File: src/rtl/cdt_pkg.sv
`timescale 1ns / 1ps
// ============================================================================
// cdt_pkg: shared types and constants for the capacitance display text block
// Widths, thresholds, character codes and stage payload structs.
// ============================================================================
package cdt_pkg;

    localparam int CAP_W   = 24;              // input value width
    localparam int CHAR_W  = 7;               // ASCII character width
    localparam int DIG_N   = 8;               // decimal digits held in BCD
    localparam int BCD_W   = 4 * DIG_N;
    localparam int STEP_N  = 8;               // shift-add-3 steps per stage
    localparam int STAGE_N = CAP_W / STEP_N;  // conversion stages
    localparam int TEXT_N  = 10;              // longest text
    localparam int IDX_W   = $clog2(TEXT_N);

    // Index of the final character for each text kind.
    localparam logic [IDX_W-1:0] LAST_FIELD = IDX_W'(6);
    localparam logic [IDX_W-1:0] LAST_CALIB = IDX_W'(9);

    // Decade thresholds.
    localparam logic [CAP_W-1:0] LIM_10    = CAP_W'(10);
    localparam logic [CAP_W-1:0] LIM_100   = CAP_W'(100);
    localparam logic [CAP_W-1:0] LIM_1K    = CAP_W'(1000);
    localparam logic [CAP_W-1:0] LIM_10K   = CAP_W'(10000);
    localparam logic [CAP_W-1:0] LIM_100K  = CAP_W'(100000);
    localparam logic [CAP_W-1:0] LIM_1M    = CAP_W'(1000000);
    localparam logic [CAP_W-1:0] LIM_10M   = CAP_W'(10000000);
    localparam logic [CAP_W-1:0] LIM_CALIB = CAP_W'(16000000);

    // Display range codes.
    localparam logic [2:0] RNG_PF     = 3'd0;  // " ddd pF"
    localparam logic [2:0] RNG_NF_D2  = 3'd1;  // "d.dd nF"
    localparam logic [2:0] RNG_NF_D1  = 3'd2;  // "dd.d nF"
    localparam logic [2:0] RNG_NF_D0  = 3'd3;  // " ddd nF"
    localparam logic [2:0] RNG_UF_D2  = 3'd4;  // "d.dd uF"
    localparam logic [2:0] RNG_UF_D1  = 3'd5;  // "dd.d uF"
    localparam logic [2:0] RNG_CALIB  = 3'd6;  // "calibrate!"

    // Character codes.
    localparam logic [CHAR_W-1:0] CH_ZERO  = 7'h30;
    localparam logic [CHAR_W-1:0] CH_SPACE = 7'h20;
    localparam logic [CHAR_W-1:0] CH_DOT   = 7'h2E;
    localparam logic [CHAR_W-1:0] CH_F     = 7'h46;
    localparam logic [CHAR_W-1:0] CH_P     = 7'h70;
    localparam logic [CHAR_W-1:0] CH_N     = 7'h6E;
    localparam logic [CHAR_W-1:0] CH_U     = 7'h75;

    localparam logic [CHAR_W-1:0] CALIB_TEXT [TEXT_N] = '{
        7'h63, 7'h61, 7'h6C, 7'h69, 7'h62, 7'h72, 7'h61, 7'h74, 7'h65, 7'h21
    };

    // Payload of the binary to BCD stages.
    typedef struct packed {
        logic [CAP_W-1:0] bin;   // bits still to be shifted in
        logic [BCD_W-1:0] bcd;   // partial BCD result
        logic [CAP_W-1:0] cap;   // original value, for range selection
    } t_dab;

    // Finished text of one item.
    typedef struct packed {
        logic [TEXT_N-1:0][CHAR_W-1:0] chars;
        logic [IDX_W-1:0]              last;
    } t_text;

    function automatic logic [CHAR_W-1:0] to_ascii(input logic [3:0] digit);
        return CH_ZERO + CHAR_W'(digit);
    endfunction

endpackage

File: src/rtl/cdt_dabble.sv
`timescale 1ns / 1ps
// ============================================================================
// cdt_dabble: one registered stage of the binary to BCD conversion
// Runs a fixed number of shift-and-add-3 steps and registers the result.
// ============================================================================
module cdt_dabble (
    input  logic          i_clk,
    input  logic          i_rst_n,
    input  logic          i_valid,
    output logic          o_stall,
    input  cdt_pkg::t_dab i_data,
    output logic          o_valid,
    input  logic          i_stall,
    output cdt_pkg::t_dab o_data
);

    logic          r_valid;
    cdt_pkg::t_dab r_data;
    cdt_pkg::t_dab n_data;
    logic          load;

    // The register moves when it is empty or its content is being taken.
    assign load    = !r_valid || !i_stall;
    assign o_stall = !load;
    assign o_valid = r_valid;
    assign o_data  = r_data;

    always_comb begin
        n_data = i_data;
        for (int s = 0; s < cdt_pkg::STEP_N; s++) begin
            for (int k = 0; k < cdt_pkg::DIG_N; k++) begin
                if (n_data.bcd[4*k +: 4] >= 4'd5) begin
                    n_data.bcd[4*k +: 4] = n_data.bcd[4*k +: 4] + 4'd3;
                end
            end
            n_data.bcd = {n_data.bcd[cdt_pkg::BCD_W-2:0], n_data.bin[cdt_pkg::CAP_W-1]};
            n_data.bin = {n_data.bin[cdt_pkg::CAP_W-2:0], 1'b0};
        end
    end

    always_ff @(posedge i_clk) begin
        if (!i_rst_n) begin
            r_valid <= 1'b0;
        end else if (load) begin
            r_valid <= i_valid;
        end
    end

    always_ff @(posedge i_clk) begin
        if (load && i_valid) begin
            r_data <= n_data;
        end
    end

endmodule

File: src/rtl/cdt_format.sv
`timescale 1ns / 1ps
// ============================================================================
// cdt_format: range selection and text layout stage
// Picks the range and places digits, point and unit, or the calibration text.
// ============================================================================
module cdt_format (
    input  logic           i_clk,
    input  logic           i_rst_n,
    input  logic           i_valid,
    output logic           o_stall,
    input  cdt_pkg::t_dab  i_data,
    output logic           o_valid,
    input  logic           i_stall,
    output cdt_pkg::t_text o_text
);

    logic                                 r_valid;
    cdt_pkg::t_text                       r_text;
    cdt_pkg::t_text                       n_text;
    logic                                 load;
    logic [2:0]                           rng;
    logic [cdt_pkg::DIG_N-1:0][cdt_pkg::CHAR_W-1:0] dc;

    assign load    = !r_valid || !i_stall;
    assign o_stall = !load;
    assign o_valid = r_valid;
    assign o_text  = r_text;

    always_comb begin
        if (i_data.cap >= cdt_pkg::LIM_CALIB) begin
            rng = cdt_pkg::RNG_CALIB;
        end else if (i_data.cap >= cdt_pkg::LIM_10M) begin
            rng = cdt_pkg::RNG_UF_D1;
        end else if (i_data.cap >= cdt_pkg::LIM_1M) begin
            rng = cdt_pkg::RNG_UF_D2;
        end else if (i_data.cap >= cdt_pkg::LIM_100K) begin
            rng = cdt_pkg::RNG_NF_D0;
        end else if (i_data.cap >= cdt_pkg::LIM_10K) begin
            rng = cdt_pkg::RNG_NF_D1;
        end else if (i_data.cap >= cdt_pkg::LIM_1K) begin
            rng = cdt_pkg::RNG_NF_D2;
        end else begin
            rng = cdt_pkg::RNG_PF;
        end
    end

    always_comb begin
        for (int k = 0; k < cdt_pkg::DIG_N; k++) begin
            dc[k] = cdt_pkg::to_ascii(i_data.bcd[4*k +: 4]);
        end
    end

    always_comb begin
        for (int k = 0; k < cdt_pkg::TEXT_N; k++) begin
            n_text.chars[k] = cdt_pkg::CH_SPACE;
        end
        n_text.chars[6] = cdt_pkg::CH_F;
        n_text.last     = cdt_pkg::LAST_FIELD;
        case (rng)
            cdt_pkg::RNG_PF: begin
                n_text.chars[1] = (i_data.cap >= cdt_pkg::LIM_100) ? dc[2] : cdt_pkg::CH_SPACE;
                n_text.chars[2] = (i_data.cap >= cdt_pkg::LIM_10) ? dc[1] : cdt_pkg::CH_SPACE;
                n_text.chars[3] = dc[0];
                n_text.chars[5] = cdt_pkg::CH_P;
            end
            cdt_pkg::RNG_NF_D2: begin
                n_text.chars[0] = dc[3];
                n_text.chars[1] = cdt_pkg::CH_DOT;
                n_text.chars[2] = dc[2];
                n_text.chars[3] = dc[1];
                n_text.chars[5] = cdt_pkg::CH_N;
            end
            cdt_pkg::RNG_NF_D1: begin
                n_text.chars[0] = dc[4];
                n_text.chars[1] = dc[3];
                n_text.chars[2] = cdt_pkg::CH_DOT;
                n_text.chars[3] = dc[2];
                n_text.chars[5] = cdt_pkg::CH_N;
            end
            cdt_pkg::RNG_NF_D0: begin
                n_text.chars[1] = dc[5];
                n_text.chars[2] = dc[4];
                n_text.chars[3] = dc[3];
                n_text.chars[5] = cdt_pkg::CH_N;
            end
            cdt_pkg::RNG_UF_D2: begin
                n_text.chars[0] = dc[6];
                n_text.chars[1] = cdt_pkg::CH_DOT;
                n_text.chars[2] = dc[5];
                n_text.chars[3] = dc[4];
                n_text.chars[5] = cdt_pkg::CH_U;
            end
            cdt_pkg::RNG_UF_D1: begin
                n_text.chars[0] = dc[7];
                n_text.chars[1] = dc[6];
                n_text.chars[2] = cdt_pkg::CH_DOT;
                n_text.chars[3] = dc[5];
                n_text.chars[5] = cdt_pkg::CH_U;
            end
            default: begin
                for (int k = 0; k < cdt_pkg::TEXT_N; k++) begin
                    n_text.chars[k] = cdt_pkg::CALIB_TEXT[k];
                end
                n_text.last = cdt_pkg::LAST_CALIB;
            end
        endcase
    end

    always_ff @(posedge i_clk) begin
        if (!i_rst_n) begin
            r_valid <= 1'b0;
        end else if (load) begin
            r_valid <= i_valid;
        end
    end

    always_ff @(posedge i_clk) begin
        if (load && i_valid) begin
            r_text <= n_text;
        end
    end

endmodule

File: src/rtl/cdt_serial.sv
`timescale 1ns / 1ps
// ============================================================================
// cdt_serial: character serializer with output register
// Holds one finished text, sending one character per cycle unless stalled.
// ============================================================================
module cdt_serial (
    input  logic                       i_clk,
    input  logic                       i_rst_n,
    input  logic                       i_valid,
    output logic                       o_stall,
    input  cdt_pkg::t_text             i_text,
    output logic                       o_valid,
    input  logic                       i_stall,
    output logic [cdt_pkg::CHAR_W-1:0] o_char,
    output logic                       o_last
);

    logic                          r_valid;
    cdt_pkg::t_text                r_buf;
    logic [cdt_pkg::IDX_W-1:0]     r_idx;
    logic                          r_out_valid;
    logic [cdt_pkg::CHAR_W-1:0]    r_out_char;
    logic                          r_out_last;
    logic                          load;
    logic                          emit;
    logic                          last_in_buf;
    logic                          free;
    logic                          take;

    assign load        = !r_out_valid || !i_stall;
    assign emit        = r_valid && load;
    assign last_in_buf = (r_idx == r_buf.last);
    // The buffer takes the next text in the cycle its final character leaves.
    assign free        = !r_valid || (emit && last_in_buf);
    assign take        = i_valid && free;
    assign o_stall     = !free;
    assign o_valid     = r_out_valid;
    assign o_char      = r_out_char;
    assign o_last      = r_out_last;

    always_ff @(posedge i_clk) begin
        if (!i_rst_n) begin
            r_valid     <= 1'b0;
            r_idx       <= '0;
            r_out_valid <= 1'b0;
        end else begin
            if (take) begin
                r_valid <= 1'b1;
                r_idx   <= '0;
            end else if (emit) begin
                r_valid <= !last_in_buf;
                r_idx   <= r_idx + cdt_pkg::IDX_W'(1);
            end
            if (load) begin
                r_out_valid <= r_valid;
            end
        end
    end

    always_ff @(posedge i_clk) begin
        if (take) begin
            r_buf <= i_text;
        end
        if (emit) begin
            r_out_char <= r_buf.chars[r_idx];
            r_out_last <= last_in_buf;
        end
    end

`ifndef SYNTHESIS
    a_idx_in_text: assert property (@(posedge i_clk) disable iff (!i_rst_n)
        r_valid |-> (r_idx <= r_buf.last))
        else $error("serializer index beyond end of text");

    a_text_len: assert property (@(posedge i_clk) disable iff (!i_rst_n)
        r_valid |-> (r_buf.last == cdt_pkg::LAST_FIELD || r_buf.last == cdt_pkg::LAST_CALIB))
        else $error("text length is neither seven nor ten characters");

    a_idx_step: assert property (@(posedge i_clk) disable iff (!i_rst_n)
        (emit && !last_in_buf) |=> (r_valid && r_idx == $past(r_idx) + cdt_pkg::IDX_W'(1)))
        else $error("serializer skipped or repeated a character");

    a_out_load: assert property (@(posedge i_clk) disable iff (!i_rst_n)
        (r_out_valid && i_stall) |=> (r_idx == $past(r_idx) || $past(take)))
        else $error("serializer advanced while the output was stalled");
`endif

endmodule

File: src/rtl/capacitance_to_display_text.sv
`timescale 1ns / 1ps
// ============================================================================
// capacitance_to_display_text: capacitance to seven- or ten-character text
// Converts a picofarad value to BCD, picks pF/nF/uF and streams the ASCII
// characters of the display field, one item per character.
// ============================================================================
//
//  Channel   Valid      Stall      Payload                     Direction
//  -------   --------   --------   -------------------------   ---------
//  input     i_valid    o_stall    i_cap_pf[23:0]              in
//  output    o_valid    i_stall    o_char_code[6:0], o_last_char  out
//
// An input item enters a three-stage binary to BCD pipeline (eight
// shift-and-add-3 steps per stage), then a layout stage, then the serializer.
// A value passes the conversion stage registers, the layout register, the
// serializer's text buffer and its output register on its way out.
// Each value then produces seven characters, or ten for "calibrate!", one per
// cycle while the output is not stalled; the serializer's single character
// port sets the sustained rate, with no gap between values.
// Reset is synchronous and active low; it clears the valid bits and r_idx.
// Stall from the output backs up stage by stage, and each stage keeps its
// item until the next one can take it, so nothing is lost or repeated.
//
module capacitance_to_display_text (
    input  logic        i_clk,
    input  logic        i_rst_n,
    input  logic        i_valid,
    output logic        o_stall,
    input  logic [23:0] i_cap_pf,
    output logic        o_valid,
    input  logic        i_stall,
    output logic [6:0]  o_char_code,
    output logic        o_last_char
);

    // Handshake and payload between the conversion stages; index zero is the
    // pipeline input and the last index feeds the layout stage.
    logic          dab_valid [cdt_pkg::STAGE_N+1];
    logic          dab_stall [cdt_pkg::STAGE_N+1];
    cdt_pkg::t_dab dab_data  [cdt_pkg::STAGE_N+1];

    logic           fmt_valid;
    logic           fmt_stall;
    cdt_pkg::t_text fmt_text;

    // The value enters with an empty BCD accumulator; the original value is
    // carried along so the layout stage can compare it against the decades.
    assign dab_valid[0]    = i_valid;
    assign o_stall         = dab_stall[0];
    assign dab_data[0].bin = i_cap_pf;
    assign dab_data[0].bcd = '0;
    assign dab_data[0].cap = i_cap_pf;

    genvar g;
    generate
        for (g = 0; g < cdt_pkg::STAGE_N; g++) begin : g_dab
            cdt_dabble u_dabble (
                .i_clk   (i_clk),
                .i_rst_n (i_rst_n),
                .i_valid (dab_valid[g]),
                .o_stall (dab_stall[g]),
                .i_data  (dab_data[g]),
                .o_valid (dab_valid[g+1]),
                .i_stall (dab_stall[g+1]),
                .o_data  (dab_data[g+1])
            );
        end
    endgenerate

    // Range selection and character placement.
    cdt_format u_format (
        .i_clk   (i_clk),
        .i_rst_n (i_rst_n),
        .i_valid (dab_valid[cdt_pkg::STAGE_N]),
        .o_stall (dab_stall[cdt_pkg::STAGE_N]),
        .i_data  (dab_data[cdt_pkg::STAGE_N]),
        .o_valid (fmt_valid),
        .i_stall (fmt_stall),
        .o_text  (fmt_text)
    );

    // One character per cycle unless stalled; the output register holds each one.
    cdt_serial u_serial (
        .i_clk   (i_clk),
        .i_rst_n (i_rst_n),
        .i_valid (fmt_valid),
        .o_stall (fmt_stall),
        .i_text  (fmt_text),
        .o_valid (o_valid),
        .i_stall (i_stall),
        .o_char  (o_char_code),
        .o_last  (o_last_char)
    );

endmodule

File: config.mk
export PLATFORM = sky130hd
export DESIGN_NAME = capacitance_to_display_text
export DESIGN_NICKNAME = d
export VERILOG_FILES = /design/src/rtl/cdt_pkg.sv /design/src/rtl/cdt_dabble.sv /design/src/rtl/cdt_format.sv /design/src/rtl/cdt_serial.sv /design/src/rtl/capacitance_to_display_text.sv
export SDC_FILE = /design/constraint.sdc
export NUM_CORES = 1
export LEC_CHECK = 0
export BUFFER_PORTS_ARGS = -buffer_cell sky130_fd_sc_hd__buf_2
export CORE_ASPECT_RATIO = 0.6
export CORE_MARGIN = 8
export CORE_UTILIZATION = 40
export CTS_CLUSTER_SIZE = 28
export DETAILED_ROUTE_END_ITERATION = 8
export PLACE_DENSITY = 0.62
export SYNTH_ARGS = -nofsm -noshare
export SYNTH_HDL_FRONTEND = slang
export SYNTH_SLANG_ARGS = --single-unit
File: constraint.sdc
create_clock -name i_clk -period 16.8 [get_ports i_clk]
set_clock_uncertainty 0.15 [all_clocks]
set_input_delay 3.36 -clock i_clk [delete_from_list [all_inputs] [get_ports i_clk]]
set_output_delay 3.36 -clock i_clk [all_outputs]
set_load 0.01 [all_outputs]
Yosys cells after proc, flatten, opt, wreduce, memory -nomap -nowiden
Index checks and enable logic that the tools add are counted.
- flip-flop bits (word level): 354
- output and inout bits: 10
- word-level logic and storage cells: 580
- add/subtract/negate cells: 165
- order comparisons: 165
- eq/ne operators: 6
- mux-type cells: 174
- bitwise gates (word level): 1
- reduce and logical (&&, ||, !) cells: 29
- operators by type and width (kind ; number):
    4-bit by 3-bit >= comparator with 1-bit output, second input constant ; 148
    4-bit 2-to-1 mux ; 140
    4-bit by 2-bit adder with 4-bit output, second input constant ; 133
    21-bit case mux with 6 select lines ; 1
    3-bit 2-to-1 mux ; 21
    6-bit by 4-bit adder with 7-bit output, first input constant ; 8
    24-bit >= comparator, second input constant ; 2
    3-bit by 2-bit adder with 3-bit output, second input constant ; 15
    7-bit case mux with 5 select lines ; 1
    7-bit binary-select mux with 4-bit select ; 1
    7-bit 2-to-1 mux ; 4
    24-bit by 10-bit >= comparator with 1-bit output, second input constant ; 1
    24-bit by 14-bit >= comparator with 1-bit output, second input constant ; 1
    24-bit by 17-bit >= comparator with 1-bit output, second input constant ; 1
    24-bit by 20-bit >= comparator with 1-bit output, second input constant ; 1
    24-bit by 4-bit >= comparator with 1-bit output, second input constant ; 1
    24-bit by 7-bit >= comparator with 1-bit output, second input constant ; 1
    22-bit 2-to-1 mux ; 1
    1-bit by 2-bit adder with 3-bit output, second input constant ; 7
    1-bit by 3-bit >= comparator with 1-bit output, second input constant ; 7
    5-bit case mux with 3 select lines ; 1
    1-bit zero test ; 9
    1-bit logical AND ; 7
    3-bit by 2-bit equality test with 1-bit output, second input constant ; 2
    15 further kinds ; 26

Longest topological paths before layout
Gate-level depths: netlist of run 1.
- word-level depth: 16
- gate-level depth with buffers: 34
- mapped depth without buffers: 33

Cells and area by module
A second synthesis of run 1 with hierarchy kept.
- cells, all modules: 4763
- area total of the unflattened synthesis: 39867.0 um^2
- modules (own cells, without submodules) (module ; times used ; cells each ; area each (um^2) ; sequential area each (um^2)):
    cdt_dabble ; 3 ; 1458 ; 11451.0 ; 2182.1
    cdt_serial ; 1 ; 158 ; 3326.9 ; 2582.5
    cdt_format ; 1 ; 230 ; 2183.3 ; 830.8
    capacitance_to_display_text ; 1 ; 1 ; 3.8 ; 0.0

Worst setup path after synthesis of run 1
Ideal clock, no wire load.
- kind: input to register
- from: in i_stall
- to: reg g_dab[2].u_dabble.r_data, in the netlist g_dab[2].u_dabble.o_data[0], enable pin
- data arrival time: 7.698 ns
- setup slack: 8.404 ns
- cell stages on the path: 4
- cells stage by stage: nand2_1 a21boi_0 and2_1 a21boi_0
- longest elaborated chain between the ends: 8
- RTL lines (item ; RTL line ; RTL):
    from (decl) ; capacitance_to_display_text.sv:31 ; input logic i_stall,
    1-bit zero test ; cdt_serial.sv:30 ; assign load = !r_out_valid || !i_stall;
    1-bit logical OR ; cdt_serial.sv:30 ;
    1-bit logical AND ; cdt_serial.sv:31 ; assign emit = r_valid && load;
    1-bit logical AND ; cdt_serial.sv:34 ; assign free = !r_valid || (emit && last_in_buf);
    1-bit logical OR ; cdt_serial.sv:34 ;
    1-bit logical OR ; cdt_format.sv:24 ; assign load = !r_valid || !i_stall;
    1-bit logical OR ; cdt_dabble.sv:23 ; assign load = !r_valid || !i_stall;
    1-bit logical AND ; cdt_dabble.sv:50 ; if (load && i_valid) begin
    to (signal assigned) ; cdt_dabble.sv:51 ; r_data <= n_data;
    to (decl) ; cdt_dabble.sv:18 ; cdt_pkg::t_dab r_data;
No other way between the ends.
A chain may end at the register's enable or synchronous reset.

Worst setup path in the final report of run 1
- from: in i_stall
- to: out o_stall
- longest elaborated chain between the ends: 10
- RTL lines (item ; RTL line ; RTL):
    1-bit zero test ; cdt_serial.sv:30 ;
    1-bit logical OR ; cdt_serial.sv:30 ;
    1-bit logical AND ; cdt_serial.sv:31 ;
    1-bit logical AND ; cdt_serial.sv:34 ;
    1-bit logical OR ; cdt_serial.sv:34 ;
    1-bit logical OR ; cdt_format.sv:24 ;
    1-bit logical OR (3 in series) ; cdt_dabble.sv:23 ;
    1-bit zero test ; cdt_dabble.sv:24 ; assign o_stall = !load;
    to (decl) ; capacitance_to_display_text.sv:28 ; output logic o_stall,
No other way between the ends.

==> results of run 1 <==
==> cell usage after synthesis, drive strengths merged, types with 17 or more instances <==
| cell type | count | share of area (%) |
|---|---|---|
| or3 | 28 | 0.99 |
| mux2 | 36 | 2.3 |
| xnor2 | 51 | 2.9 |
| and2 | 36 | 1.3 |
| nor3 | 55 | 1.6 |
| nand3 | 40 | 1.1 |
| nor2 | 172 | 3.6 |
| and3 | 18 | 0.62 |
| o211ai | 43 | 1.9 |
| clkbuf | 50 | 1.0 |
| a22oi | 23 | 1.0 |
| o22ai | 24 | 0.93 |
| nand2b | 40 | 1.4 |
| mux2i | 56 | 3.4 |
| a21o | 25 | 1.0 |
| a21oi | 149 | 4.4 |
| o21a | 26 | 1.1 |
| o21ai | 156 | 4.4 |
| nor2b | 24 | 0.82 |
| inv | 111 | 2.3 |
| o21bai | 17 | 0.70 |
| or2 | 17 | 0.58 |
| a211oi | 25 | 1.1 |
| ha | 82 | 5.6 |
| a31oi | 37 | 1.4 |
| edfxtp | 197 | 32 |
| a21boi | 26 | 1.1 |
| nand2 | 168 | 3.5 |
==> stage by stage <==
| step | instances | area, um2 | util (%) |
|---|---|---|---|
| after floorplan | 2022 | 18300 | - |
| after global placement | 2594 | 19000 | 42.4 |
| after detailed placement | 2594 | 19000 | 42.4 |
| after CTS | 2630 | 19700 | 43.8 |
| after global routing | 2630 | 19700 | 43.8 |
| final | 2630 | 19700 | 43.8 |
==> critical path, delay by kind of cell <==
family                 cells  cell delay (ns)
AOI/OAI and AO/OA          1             0.36
buffers and inverters      2             0.25
and+or+nand+nor            4             0.90
==> routing by layer <==
layer	part of all wire, %	GRT usage, %	vias up
li1	-	-	7782
met1	51	22.5	7415
met2	41	22.0	415
met5	0	0.281	-
met4	1.0	2.19	0
met3	6.9	3.64	39
==> path summary, 6_finish.rpt <==
path / slack (ns) / start / end / cells after the start
setup / recovery: 8.41 / i_stall / o_stall / 7
hold / removal: 0.26 / u_format.o_text[10]$_DFFE_PP_ / u_serial.r_buf[10]$_DFFE_PP_ / 0
setup reg to reg: 9.26 / g_dab[1].u_dabble.o_data[40]$_DFFE_PP_ / g_dab[2].u_dabble.o_data[48]$_DFFE_PP_ / 29
hold reg to reg: 0.26 / u_format.o_text[10]$_DFFE_PP_ / u_serial.r_buf[10]$_DFFE_PP_ / 0
==> state kept, by name (all words and copies together) (netlist names) <==
signal / flops
u_serial.o_char: 7
u_serial.o_valid: 1
g_dab.u_dabble.o_data: 131
u_serial.r_buf: 29
u_serial.o_last: 1
g_dab.u_dabble.o_valid: 3
u_serial.r_idx: 4
u_serial.r_valid: 1
u_format.o_valid: 1
u_format.o_text: 29
==> area by class of cell <==
class	count	area, um2
clock buffer	23	533
clock inverter	13	126
fill	4277	25200
inverter	114	433
multi-input combinational	1635	11500
sequential	207	6120
tap	589	737
timing repair buffer	49	275
==> kinds of logic (layout without fill, tap and decap cells) <==
| logic type | after synthesis | count (layout) | share of synthesized area (%) |
|---|---|---|---|
| DFF | 207 | 207 | 33.5 |
| and+or+nand+nor | 657 | 657 | 17.8 |
| xor gates and xnor gates | 67 | 67 | 3.85 |
| buffers and inverters | 180 | 199 | 3.89 |
| AOI/OAI and AO/OA | 725 | 725 | 28.6 |
| adders and majority gates | 89 | 89 | 6.02 |
| muxes | 97 | 97 | 6.28 |
==> summary.md, run 1 <==
| Metric | Value |
|---|---|
| Status | `finished clean` |
| Largest net degree at the start of global routing | `55` |
| Final net count | `2137` |
| Asr flop ratio synth | `0%` |
| CP endpoint kind | `output port` |
| Setup Viol. Count Final | `0` |
| Chip Height | `181 um` |
| First-iteration detailed-routing DRC count | `1432` |
| Final Max Tran Viols | `0` |
| Core area | `44900 um2` |
| Fin Setup TNS | `0 ns` |
| Post-synth EDFFs | `197` |
| Slowest CP cell | `a21boi_0` |
| Root buf cell | `clkbuf_16` |
| Yosys reg bits | `207` |
| Initial antenna violation count | `0` |
| Critical Path AT | `4.88 ns` |
| Final min period | `8.39 ns` |
| Final cycle utilization of the critical path | `49.9%` |
| Maximum clock rate | `0.119 GHz` |
| Synth Warn # | `0` |
| Initial Util | `40.7%` |
| Max Buffers Root-to-Sink | `3` |
| Post-Synthesis Cells | `2022` |
| ANT cells | `0` |
| Hold Crit Class | `reg2reg` |
| Vias in the first global route | `14300` |
| Resized Gates After CTS | `0` |
| Synth Cell Area | `18300 um2` |
| IO Port Bufs | `37` |
| CTS Hold Buffers Added | `0` |
| Ys flop type | `edfxtp_1` |
| Clock tree from TritonCTS | `done` |
| RSZ-0062 raised after global routing | `false` |
| Final WL | `41900 um` |
| Gr usage total | `15.0%` |
| Setup ws final | `8.41 ns` |
| Row cnt | `60` |
| Critical path's largest stage delay | `0.36 ns` |
| DP Wirelength | `31500 um` |
| Slew @ Worst Pin | `1.17 ns` |
| Later-pin clock latency in the skew report | `0.51 ns` |
| Final GP Congestion | `0.859` |
| Pre-Repair DR Iteration Count | `5` |
| Post-route antenna net violation count | `0` |
| CTS H-tree depth | `1` |
| Worst setup SP type | `input pin` |
| Routed via count | `15700` |
| Die area | `52900 um2` |
| Vias/cell | `5.95` |
| Clock sink count | `207` |
| Wirelength per Cell | `15.9 um` |
| DR DRC count | `0` |
| CTS buffer count | `20` |
| Crit path required time | `13.29 ns` |
| Cell-by-cell listing of the critical path | `buf_2, nand2_1, a21boi_0, and2_1, and3_1, and2_1, buf_2` |
| Most common cell after layout, fill and taps aside | `edfxtp_1` |
| Layout area overhead | `7.81%` |
| Hold_ws | `0.263 ns` |
| Post-Syn Area per Cell | `9.03 um2` |
| Commonest non-fill, non-tap cells in the layout | `edfxtp_1, nor2_1, nand2_1` |
| CTS clk-pin slew, worst paths | `0.07 ns` |
| First-pass GRT wire length | `69900 um` |
| Ports | `38` |
| Place WS | `8.13 ns` |
| Max_cap viols | `0` |
| Postcts setup bufs | `0` |
| Max FO, Critical Path | `5` |
| Synth Net Count | `2132` |
| Synth unique cells | `129` |
| Slew margin rel. | `21.2%` |
| DIE WIDTH | `292 um` |
| CP Class | `in2out` |
| Layout cell share with drive strength beyond 1 | `11.6%` |
| Seq/Total Area, Yosys | `33.5%` |
| Final hold vios | `0` |
| Grt total ovfl | `0` |
Power of run 1 is not shown: default switching activity piles up to over one toggle a cycle in this logic, so the estimate is an artifact.
==> inputs of run 2 (changes only) <==
Settings changed: ABC_AREA set to 1.
Clock period 16.8 ns to 7.8 ns, I/O delays scaled along.
==> run 2 against run 1 <==
Area after synthesis shrank 12%. Core utilization increased by 0.38 points. Critical path depth is 32 higher. Sequential share of layout area increased by 3.4 points. Global-route usage fell by 0.15 points. Non-clock buffer count down 8. Via count is 15% lower. Cell area shrank 9.8%. Critical endpoint is now g_dab[2].u_dabble.o_data[52]$_DFFE_PP_. Largest cell class unchanged. Highest routed layer is now met5.
==> summary.md, run 2 <==
| Metric | Value |
|---|---|
| R2R depth | `39` |
| Grt total ovfl | `0` |
| IO Port Bufs | `37` |
| Gr usage total | `14.9%` |
| Critical Path AT | `6.43 ns` |
| CTS buffer count | `21` |
| CTS H-tree depth | `1` |
| Synth Net Count | `2176` |
| Max_cap viols | `0` |
| Max FO, Critical Path | `5` |
| Ports | `38` |
| Initial antenna violation count | `1` |
| Row cnt | `57` |
| Later-pin clock latency in the skew report | `0.52 ns` |
| First-iteration detailed-routing DRC count | `829` |
| Yosys reg bits | `207` |
| R2R Path Start | `g_dab[1].u_dabble.o_data[36]$_DFFE_PP_` |
| Wirelength per Cell | `13.1 um` |
| Final Max Tran Viols | `0` |
| Core area | `40200 um2` |
| Top Layer Used | `met5` |
| Vias/cell | `5.00` |
| Final min period | `6.34 ns` |
| R2R Path End | `g_dab[2].u_dabble.o_data[52]$_DFFE_PP_` |
| Worst R2R Setup Slack | `1.46 ns` |
| First-pass GRT wire length | `58500 um` |
| ANT cells | `0` |
| Layout area overhead | `10.0%` |
| Die area | `47200 um2` |
| Synth area leader | `edfxtp_1` |
| Asr flop ratio synth | `0%` |
| Final hold vios | `0` |
| Critical path's largest stage delay | `0.42 ns` |
| Ys flop type | `edfxtp_1` |
| Vias in the first global route | `12500` |
| CP endpoint kind | `register` |
| Clock sink count | `207` |
| Area contributors post-synth | `edfxtp_1, nand2_1, inv_1, ha_1, nand3_1` |
| RSZ-0062 raised after global routing | `false` |
| Met3 WL post-DR | `2490 um` |
| Worst setup SP type | `register` |
| Slew @ Worst Pin | `1.18 ns` |
| Chip Height | `172 um` |
| Final GP Congestion | `0.892` |
| Max reg flops | `131` |
| Final cycle utilization of the critical path | `81.2%` |
| DR DRC count | `0` |
| Synth unique cells | `55` |
| Setup Viol. Count Final | `0` |
| CP Class | `reg2reg` |
| Met1 WL | `18000 um` |
| Met2 routed WL | `14100 um` |
| Maximum clock rate | `0.158 GHz` |
| Routed via count | `13400` |
| CTS Hold Buffers Added | `0` |
| Largest net degree at the start of global routing | `55` |
| CTS clk-pin slew, worst paths | `0.06 ns` |
| Synth Cell Area | `16100 um2` |
| Crit path required time | `7.89 ns` |
| Postcts setup bufs | `0` |
| Most common cell after layout, fill and taps aside | `nand2_1` |
| DP Wirelength | `28000 um` |
| Slew margin rel. | `21.2%` |
| Synth Warn # | `0` |
| Layout cell share with drive strength beyond 1 | `15.8%` |
| Clock tree from TritonCTS | `done` |
| Final net count | `2235` |
| Setup crit end | `g_dab[2].u_dabble.o_data[52]$_DFFE_PP_` |
| Seq/Total Area, Yosys | `37.9%` |
| Commonest non-fill, non-tap cells in the layout | `nand2_1, inv_1, edfxtp_1` |
| Post-Synthesis Cells | `2066` |
| Pre-Repair DR Iteration Count | `5` |
| Placed cell areas | `17000 um2` |
| Final WL | `35100 um` |
| Status | `finished clean` |
| DIE WIDTH | `275 um` |
| Resized Gates After CTS | `0` |
| Post-Syn Area per Cell | `7.81 um2` |
| Slowest CP cell | `edfxtp_1` |
| Hold Crit Class | `reg2reg` |
| Max Buffers Root-to-Sink | `3` |
| Initial Util | `40.2%` |
| Post-synth EDFFs | `197` |
| Root buf cell | `clkbuf_16` |
| Yosys top cell area share | `36.7%` |
| Final Cell Area | `17800 um2` |
| Worst Setup SP | `g_dab[1].u_dabble.o_data[36]$_DFFE_PP_` |
| Most instantiated library cell after synthesis | `nand2_1` |
| Commonest cells post-synth | `nand2_1, inv_1, edfxtp_1` |
| Post-route antenna net violation count | `0` |
| Fin Setup TNS | `0 ns` |
run 2: cell types whose count changed after synthesis, sizes merged, moves of 67 or more:
cell   before  now
inv       111  364
nand2     168  714
a21oi     149   40
nand3      40  242
nor2      172   72
o21ai     156   89
run 2: worst min path at each step:
stage | start | cells after the start | slack, ns | endpoint
2_1_floorplan | g_dab[0].u_dabble.o_data[0]$_DFFE_PP_ | 0 | 0.25 | g_dab[1].u_dabble.o_data[0]$_DFFE_PP_
3_3_place_gp | u_format.o_text[39]$_SDFFCE_PN0P_ | 0 | 0.25 | u_serial.r_buf[39]$_DFFE_PP_
3_5_place_dp | g_dab[0].u_dabble.o_data[21]$_DFFE_PP_ | 0 | 0.25 | g_dab[1].u_dabble.o_data[21]$_DFFE_PP_
4_1_cts | u_format.o_text[7]$_SDFFCE_PP0P_ | 0 | 0.27 | u_serial.r_buf[7]$_DFFE_PP_
5_1_grt | u_format.o_text[10]$_DFFE_PP_ | 0 | 0.28 | u_serial.r_buf[10]$_DFFE_PP_
6_report | u_format.o_text[7]$_SDFFCE_PP0P_ | 0 | 0.27 | u_serial.r_buf[7]$_DFFE_PP_
run 2: through the flow:
step           setup WS, ns  utilization (%)  cells  hold slack [ns]
5_1_grt               0.680             44.2   2671            0.279
6_report               1.46             44.2   2671            0.269
3_3_place_gp           1.57             42.4   2633            0.251
2_1_floorplan          2.00                -   2066            0.250
3_5_place_dp           1.21             42.4   2633            0.255
4_1_cts                1.43             44.2   2671            0.269
run 2: layer usage:
layer  vias up  global-route usage (%)
li1       6975                       -
met1      6044                    21.9
met2       309                    22.6
met3        33                    3.08
met4         2                    2.46
met5         -                       0
run 2: worst max-delay path, delay by kind of cell, from the launching register on:
family	cells	cell delay, ns
AOI/OAI and AO/OA	7	1.34
xor gates and xnor gates	2	0.41
adders and majority gates	5	0.95
buffers and inverters	8	0.69
DFF	1	0.42
and+or+nand+nor	17	2.13
run 2: area by class of cell:
cell class / count / area (um2)
clock buffers: 28 / 593
clock inverters: 10 / 146
fillers: 3899 / 22400
inverters: 367 / 1380
multi-input cells: 1487 / 8640
flip-flops and latches: 207 / 6120
well taps: 531 / 664
repair buffers: 41 / 215
run 2: cell families (layout without fill, tap and decap cells):
| kind of cell | after synthesis | after routing | synth area share, % |
|---|---|---|---|
| simple gates | 1133 | 1133 | 34.4 |
| buf+inv | 372 | 446 | 8.65 |
| compound gates | 218 | 218 | 8.85 |
| flops | 207 | 207 | 37.9 |
| fa+ha+maj | 82 | 82 | 6.36 |
| xor+xnor | 54 | 54 | 3.79 |
Power of run 2 is left out for the same reason.
